File: src/hdl/sdochk_pkg.sv
// ----------------------------------------------------------------------------
// SDO transfer response checker package
// Shared types, codes and a helper function for the response checker.
// ----------------------------------------------------------------------------
package sdochk_pkg;

  localparam int unsigned IN_TDATA_W  = 120;
  localparam int unsigned OUT_TDATA_W = 112;

  // Request kinds carried in tuser.
  localparam logic REQ_START    = 1'b0;
  localparam logic REQ_RESPONSE = 1'b1;

  // Command codes of start and response transactions.
  localparam logic [2:0] CMD_UPLOAD       = 3'd0;
  localparam logic [2:0] CMD_UPLOAD_SEG   = 3'd1;
  localparam logic [2:0] CMD_DOWNLOAD     = 3'd2;
  localparam logic [2:0] CMD_DOWNLOAD_SEG = 3'd3;
  localparam logic [2:0] CMD_ABORT        = 3'd4;
  localparam logic [2:0] KIND_OTHER       = 3'd4;

  localparam logic [1:0] FCLS_SDO = 2'd0;

  localparam logic [15:0] MBX_HDR_LEN   = 16'd10;
  localparam logic [2:0]  SEG_MAX_BYTES = 3'd7;
  localparam logic [2:0]  EXP_MAX_BYTES = 3'd4;
  localparam logic [2:0]  COUNTER_MAX   = 3'd7;
  localparam logic [2:0]  COUNTER_FIRST = 3'd1;

  localparam logic [3:0] OFFS_HEADER = 4'd0;
  localparam logic [3:0] OFFS_WORD1  = 4'd4;
  localparam logic [3:0] OFFS_WORD2  = 4'd8;

  typedef enum logic [1:0] {
    ACT_NONE     = 2'd0,
    ACT_CONTINUE = 2'd1,
    ACT_FINALIZE = 2'd2,
    ACT_START    = 2'd3
  } action_e;

  typedef enum logic [2:0] {
    ST_RUNNING     = 3'd0,
    ST_SUCCESS     = 3'd1,
    ST_WRONG_SVC   = 3'd2,
    ST_BUF_SMALL   = 3'd3,
    ST_BAD_TOGGLE  = 3'd4,
    ST_UNKNOWN_SVC = 3'd5,
    ST_ABORTED     = 3'd6
  } status_e;

  typedef struct packed {
    logic        req_type;
    logic [2:0]  command_code;
    logic [15:0] obj_index;
    logic [7:0]  obj_subindex;
    logic [1:0]  frame_class;
    logic        toggle_bit;
    logic        transfer_kind;
    logic [1:0]  block_field;
    logic        size_flag;
    logic [15:0] mailbox_len;
    logic [31:0] payload_word0;
    logic [31:0] payload_word1;
  } item_t;

  typedef struct packed {
    logic [2:0]  pending_kind;
    logic [15:0] pending_index;
    logic [7:0]  pending_subindex;
    logic        expected_toggle;
    logic [31:0] buffer_capacity;
    logic [31:0] received_total;
    logic [2:0]  session_count;
    logic        xfer_open;
  } state_t;

  typedef struct packed {
    action_e     action;
    status_e     status;
    logic [31:0] abort_code;
    logic [3:0]  copy_offset;
    logic [31:0] copy_bytes;
  } result_t;

  // Session counter runs 1..7 and wraps back to 1.
  function automatic logic [2:0] next_count(input logic [2:0] cnt);
    logic [2:0] res;
    if (cnt == COUNTER_MAX) begin
      res = COUNTER_FIRST;
    end else begin
      res = cnt + 3'd1;
    end
    return res;
  endfunction

endpackage

File: src/hdl/sdochk_classify.sv
// ----------------------------------------------------------------------------
// SDO response classifier
// Classifies one start or response transaction against the open transfer and
// computes the result fields and the next transfer state.
// ----------------------------------------------------------------------------
module sdochk_classify (
  input  sdochk_pkg::item_t   item_i,
  input  sdochk_pkg::state_t  state_i,
  output sdochk_pkg::result_t result_o,
  output sdochk_pkg::state_t  state_o
);

  logic        addr_checked;
  logic        addr_mismatch;
  logic        related;
  logic [2:0]  exp_size;
  logic [15:0] body_len;
  logic [2:0]  short_seg_size;
  logic [31:0] seg_size;
  logic [3:0]  seg_offset;
  logic        seg_overflow;

  // Only plain upload and download requests are matched by object address.
  assign addr_checked  = (state_i.pending_kind == sdochk_pkg::CMD_UPLOAD) ||
                         (state_i.pending_kind == sdochk_pkg::CMD_DOWNLOAD);
  assign addr_mismatch = (item_i.obj_index != state_i.pending_index) ||
                         (item_i.obj_subindex != state_i.pending_subindex);
  assign related       = state_i.xfer_open && (item_i.frame_class == sdochk_pkg::FCLS_SDO) &&
                         !(addr_checked && addr_mismatch);

  assign exp_size = sdochk_pkg::EXP_MAX_BYTES - {1'b0, item_i.block_field};
  assign body_len = (item_i.mailbox_len >= sdochk_pkg::MBX_HDR_LEN) ?
                    (item_i.mailbox_len - sdochk_pkg::MBX_HDR_LEN) : 16'd0;

  // A minimal segment carries up to seven bytes right after the header.
  assign short_seg_size = sdochk_pkg::SEG_MAX_BYTES - {item_i.size_flag, item_i.block_field};
  assign seg_size       = (item_i.mailbox_len == sdochk_pkg::MBX_HDR_LEN) ?
                          {29'd0, short_seg_size} : item_i.payload_word0;
  assign seg_offset     = (item_i.mailbox_len == sdochk_pkg::MBX_HDR_LEN) ?
                          sdochk_pkg::OFFS_HEADER : sdochk_pkg::OFFS_WORD1;
  assign seg_overflow   = ({1'b0, state_i.received_total} + {1'b0, seg_size}) >
                          {1'b0, state_i.buffer_capacity};

  always_comb begin
    state_o  = state_i;
    result_o = '{action:      sdochk_pkg::ACT_NONE,
                 status:      sdochk_pkg::ST_RUNNING,
                 abort_code:  32'd0,
                 copy_offset: sdochk_pkg::OFFS_HEADER,
                 copy_bytes:  32'd0};

    if (item_i.req_type == sdochk_pkg::REQ_START) begin
      state_o.pending_kind     = item_i.command_code;
      state_o.pending_index    = item_i.obj_index;
      state_o.pending_subindex = item_i.obj_subindex;
      state_o.buffer_capacity  = item_i.payload_word0;
      state_o.received_total   = 32'd0;
      state_o.expected_toggle  = 1'b0;
      state_o.xfer_open        = 1'b1;
      state_o.session_count    = sdochk_pkg::next_count(state_i.session_count);
      result_o.action          = sdochk_pkg::ACT_START;
    end else if (related) begin
      result_o.action = sdochk_pkg::ACT_FINALIZE;
      priority if (item_i.command_code == sdochk_pkg::CMD_ABORT) begin
        result_o.status     = sdochk_pkg::ST_ABORTED;
        result_o.abort_code = item_i.payload_word0;
      end else if (state_i.pending_kind == sdochk_pkg::CMD_UPLOAD) begin
        priority if (item_i.command_code != sdochk_pkg::CMD_UPLOAD) begin
          result_o.status = sdochk_pkg::ST_WRONG_SVC;
        end else if (item_i.transfer_kind) begin
          if (state_i.buffer_capacity < {29'd0, exp_size}) begin
            result_o.status = sdochk_pkg::ST_BUF_SMALL;
          end else begin
            result_o.copy_offset   = sdochk_pkg::OFFS_HEADER;
            result_o.copy_bytes    = {29'd0, exp_size};
            state_o.received_total = {29'd0, exp_size};
            result_o.status        = sdochk_pkg::ST_SUCCESS;
          end
        end else if (state_i.buffer_capacity < item_i.payload_word0) begin
          result_o.status = sdochk_pkg::ST_BUF_SMALL;
        end else if ({16'd0, body_len} >= item_i.payload_word0) begin
          result_o.copy_offset   = sdochk_pkg::OFFS_WORD1;
          result_o.copy_bytes    = item_i.payload_word0;
          state_o.received_total = item_i.payload_word0;
          result_o.status        = sdochk_pkg::ST_SUCCESS;
        end else if (item_i.payload_word1 > state_i.buffer_capacity) begin
          result_o.status = sdochk_pkg::ST_BUF_SMALL;
        end else begin
          // Segmented upload opens; the first chunk follows the size word.
          result_o.copy_offset    = sdochk_pkg::OFFS_WORD2;
          result_o.copy_bytes     = item_i.payload_word1;
          state_o.received_total  = item_i.payload_word1;
          state_o.pending_kind    = sdochk_pkg::CMD_UPLOAD_SEG;
          state_o.expected_toggle = 1'b0;
          result_o.action         = sdochk_pkg::ACT_CONTINUE;
        end
      end else if (state_i.pending_kind == sdochk_pkg::CMD_UPLOAD_SEG) begin
        priority if (item_i.command_code != sdochk_pkg::CMD_UPLOAD_SEG) begin
          result_o.status = sdochk_pkg::ST_WRONG_SVC;
        end else if (item_i.toggle_bit != state_i.expected_toggle) begin
          result_o.status = sdochk_pkg::ST_BAD_TOGGLE;
        end else if (seg_overflow) begin
          result_o.status = sdochk_pkg::ST_BUF_SMALL;
        end else begin
          result_o.copy_offset   = seg_offset;
          result_o.copy_bytes    = seg_size;
          state_o.received_total = state_i.received_total + seg_size;
          if (!item_i.size_flag) begin
            result_o.status = sdochk_pkg::ST_SUCCESS;
          end else begin
            state_o.expected_toggle = !state_i.expected_toggle;
            result_o.action         = sdochk_pkg::ACT_CONTINUE;
          end
        end
      end else if (state_i.pending_kind == sdochk_pkg::CMD_DOWNLOAD) begin
        result_o.status = (item_i.command_code != sdochk_pkg::CMD_DOWNLOAD) ?
                          sdochk_pkg::ST_WRONG_SVC : sdochk_pkg::ST_SUCCESS;
      end else if (state_i.pending_kind == sdochk_pkg::CMD_DOWNLOAD_SEG) begin
        result_o.status = (item_i.command_code != sdochk_pkg::CMD_DOWNLOAD_SEG) ?
                          sdochk_pkg::ST_WRONG_SVC : sdochk_pkg::ST_RUNNING;
      end else begin
        result_o.status = sdochk_pkg::ST_UNKNOWN_SVC;
      end

      if (result_o.action == sdochk_pkg::ACT_CONTINUE) begin
        state_o.session_count = sdochk_pkg::next_count(state_i.session_count);
      end else begin
        state_o.xfer_open = 1'b0;
      end
    end
  end

endmodule

File: config.mk
export PLATFORM = sky130hd
export DESIGN_NAME = sdochk_classify
export DESIGN_NICKNAME = d
export VERILOG_FILES = /design/src/hdl/sdochk_pkg.sv /design/src/hdl/sdochk_classify.sv
export SDC_FILE = /design/constraint.sdc
export NUM_CORES = 1
export LEC_CHECK = 0
export BUFFER_PORTS_ARGS = -buffer_cell sky130_fd_sc_hd__buf_2
export CAP_MARGIN = 15
export CORE_ASPECT_RATIO = 0.5
export CORE_UTILIZATION = 40
export DETAILED_ROUTE_END_ITERATION = 8
export GPL_TIMING_DRIVEN = 0
export MAX_ROUTING_LAYER = met4
export PLACE_DENSITY = 0.69
export REMOVE_ABC_BUFFERS = 1
export SYNTH_ARGS = -nofsm -noshare
export SYNTH_HDL_FRONTEND = slang
export SYNTH_SLANG_ARGS = --single-unit
File: constraint.sdc
create_clock -name vclk -period 12.9
set_clock_uncertainty 0.1 [all_clocks]
set_input_delay 2.58 -clock vclk [all_inputs]
set_output_delay 2.58 -clock vclk [all_outputs]
set_load 0.02 [all_outputs]
==> flow_summary.yaml <==
placed_design:
  dp_slack_ns: -1.07
  post-dp-hpwl_um: 36100
  gp_congestion: 1.00
  io_buffer_count: 378
route:
  drtIter0Drc: 1363
  drc: 0
  num_vias: 12200
  finalWirelength_um: 43200
  drt_pre_antenna_iters: 6
  avgViaCountPerCell: 6.09
  ant_nets: 0
  avgRoutedWirePerCell_um: 21.5
yosys:
  yosysWarnings: 0
  netlist_area_um2: 8960
  synth_fa_ha_area_frac: 0.206
  synth_compound_area_frac: 0.342
  yosysSeqAreaShare: 0
  synth_top_family_by_area: "compound AO/OA/AOI/OAI gates"
  synth.distinct_cells: 83
  synthSimpleGateAreaFrac: 0.256
  syn_avg_cell_area_um2: 6.55
  synth_xor_area_frac: 0.0662
  synth_cells: 1368
  synth.mux.area_fraction: 0.0567
floorplan:
  dieArea_um2: 23000
  rows: 38
  die_x_um: 214
  start_util: 0.411
  io_pins: 380
  core_um2: 21800
  die_h_um: 108
sta:
  grt_setup_unrepaired: "false"
  fin_setup_tns_ns: 0
  final.min_clock_period_ns: 12.55
  worst_slew_pin_slew_ns: 1.15
  finalHoldViolations: 0
  relSlewSlack: 0.228
  max_freq_mhz: 79.7
  post-route-period-util: 0.973
  drv_slew: 0
  setup_viol: 0
  timing.final.ws_setup_ns: 0.350
finish:
  design.seq.count: 0
  drive_above_1_share: 0.276
  seq_area_um2: 0
  nets: 2060
  n_clock_buffer: 0
  areaGrowthSynthToFinish_pct: 26.7
critical_path:
  start_kind: "input pin"
  critical-path-top-delay-family: "simple AND/OR/NAND/NOR gates"
  critical_path_class: "input pin to output port"
  cp.required_ns: 10.22
  crit_buf_inv: 5
  cp-startpoint: "item_i[67]"
  critPathSlowestCell: "or3_1"
  max_stage_delay_ns: 0.54
  worstPathMaxFanout: 22
  worst_ep_arrival_time_ns: 9.87
  cp-end-kind: "output port"
global_routing:
  grt_pass1_wl_um: 63100
  grt_pass1_vias: 10800
  grt_overflow: 0
  grt_max_degree: 93
  grt_use_total: 0.368
  antenna_found_initial: 3
power:
  worst_ir_drop_vdd_mv: 0.0252
  leakage_nw: 5.47
  power_density_nw_per_um2: 41.2
worst_hold_path:
  hold_start: "item_i[103]"
  worstHoldEndpoint: "state_o[85]"
  hold_path.class: "input pin to output port"
  holdPathStages: 3
job:
  drv_cap: 0
run_status:
  status: "complete, no violations"
layer usage:
layer | vias to the layer above | wire length (um) | part of all wire | track usage
met5 | - | 0 | 0 | -
met4 | 0 | 1460 | 0.034 | 0.125
met2 | 643 | 19700 | 0.46 | 0.588
li1 | 5782 | - | - | -
met3 | 96 | 3810 | 0.088 | 0.0458
met1 | 5685 | 18300 | 0.42 | 0.477
placed cells by master (no fill, tap or decap), types with 26 or more instances in the layout:
master   count
xnor2_1     43
a21oi_1    112
o21ai_0    137
ha_1       144
a21o_1      34
a22oi_1     36
and2_1      31
mux2_2      26
nand2_1    140
nand4_1     30
nor2_1     104
inv_1       92
nor3_1      53
buf_2      377
metrics by stage:
stage	total power, mW	area (um2)	util	hold slack, ns	instances
after CTS	0.454	11200	0.514	5.43	1991
after global routing	0.510	11400	0.521	5.44	2005
after global placement	0.447	10900	0.501	5.43	1972
after floorplan	0.281	8660	-	5.19	1294
final	0.468	11400	0.521	5.43	2005
after detailed placement	0.451	11200	0.512	5.43	1986
where the power goes:
group / internal, mW / leakage, nW / switching [mW]
combinational: 0.176 / 5.47 / 0.292
clock: 0.0000000312 / 0.0000190 / 0
sequential: 0 / 0 / 0
total: 0.176 / 5.47 / 0.292
what timing repair did:
action	in CTS	in global routing
pin swaps	3	5
hold buffers	0	0
endpoints found under the setup margin	72	37
setup buffers	5	10
gates resized for setup	3	3
cell families after synthesis:
group,after synthesis
AO/OA/AOI/OAI,474
XOR/XNOR,66
adder cells (fa/ha/maj),147
buffers and inverters,167
multiplexers,46
other,1
AND/OR/NAND/NOR,467
worst min-delay path, delay by kind of cell:
family	cells	cell delay (ns)
buf+inv	2	0.24
mux	1	0.13
worst max path at each step:
stage / end / slack [ns] / cells after the start
2_1_floorplan: state_o[31] / -0.08 / 23
3_3_place_gp: result_o[29] / -3.71 / 24
3_5_place_dp: state_o[4] / -1.07 / 26
4_1_cts: state_o[4] / 0.15 / 29
5_1_grt: state_o[4] / 0.11 / 29
6_report: state_o[4] / 0.35 / 30
area by class of cell:
type,count,area (um2)
Tap cell,300,375
Fill cell,2324,10500
Inverter,92,345
Multi-Input combinational cell,1202,8380
Timing Repair Buffer,408,2260
Antenna cell,3,7.51
synthesized netlist by cell type, types with 17 or more instances:
| library cell | count | area share |
|---|---|---|
| ha_1 | 144 | 0.20 |
| nand2_1 | 140 | 0.059 |
| o21ai_0 | 139 | 0.078 |
| a21oi_1 | 112 | 0.063 |
| nor2_1 | 105 | 0.044 |
| inv_1 | 92 | 0.039 |
| clkbuf_1 | 60 | 0.025 |
| nor3_1 | 57 | 0.032 |
| xnor2_1 | 43 | 0.042 |
| a22oi_1 | 36 | 0.030 |
| a21o_1 | 34 | 0.028 |
| and2_1 | 31 | 0.022 |
| nand4_1 | 30 | 0.021 |
| mux2_2 | 26 | 0.033 |
| nand3_1 | 25 | 0.014 |
| nor4_1 | 24 | 0.017 |
| a211oi_1 | 21 | 0.018 |
| xor2_1 | 21 | 0.021 |
| a221oi_1 | 17 | 0.017 |
| mux2i_1 | 17 | 0.019 |
Power figures use the tool's default switching activity.
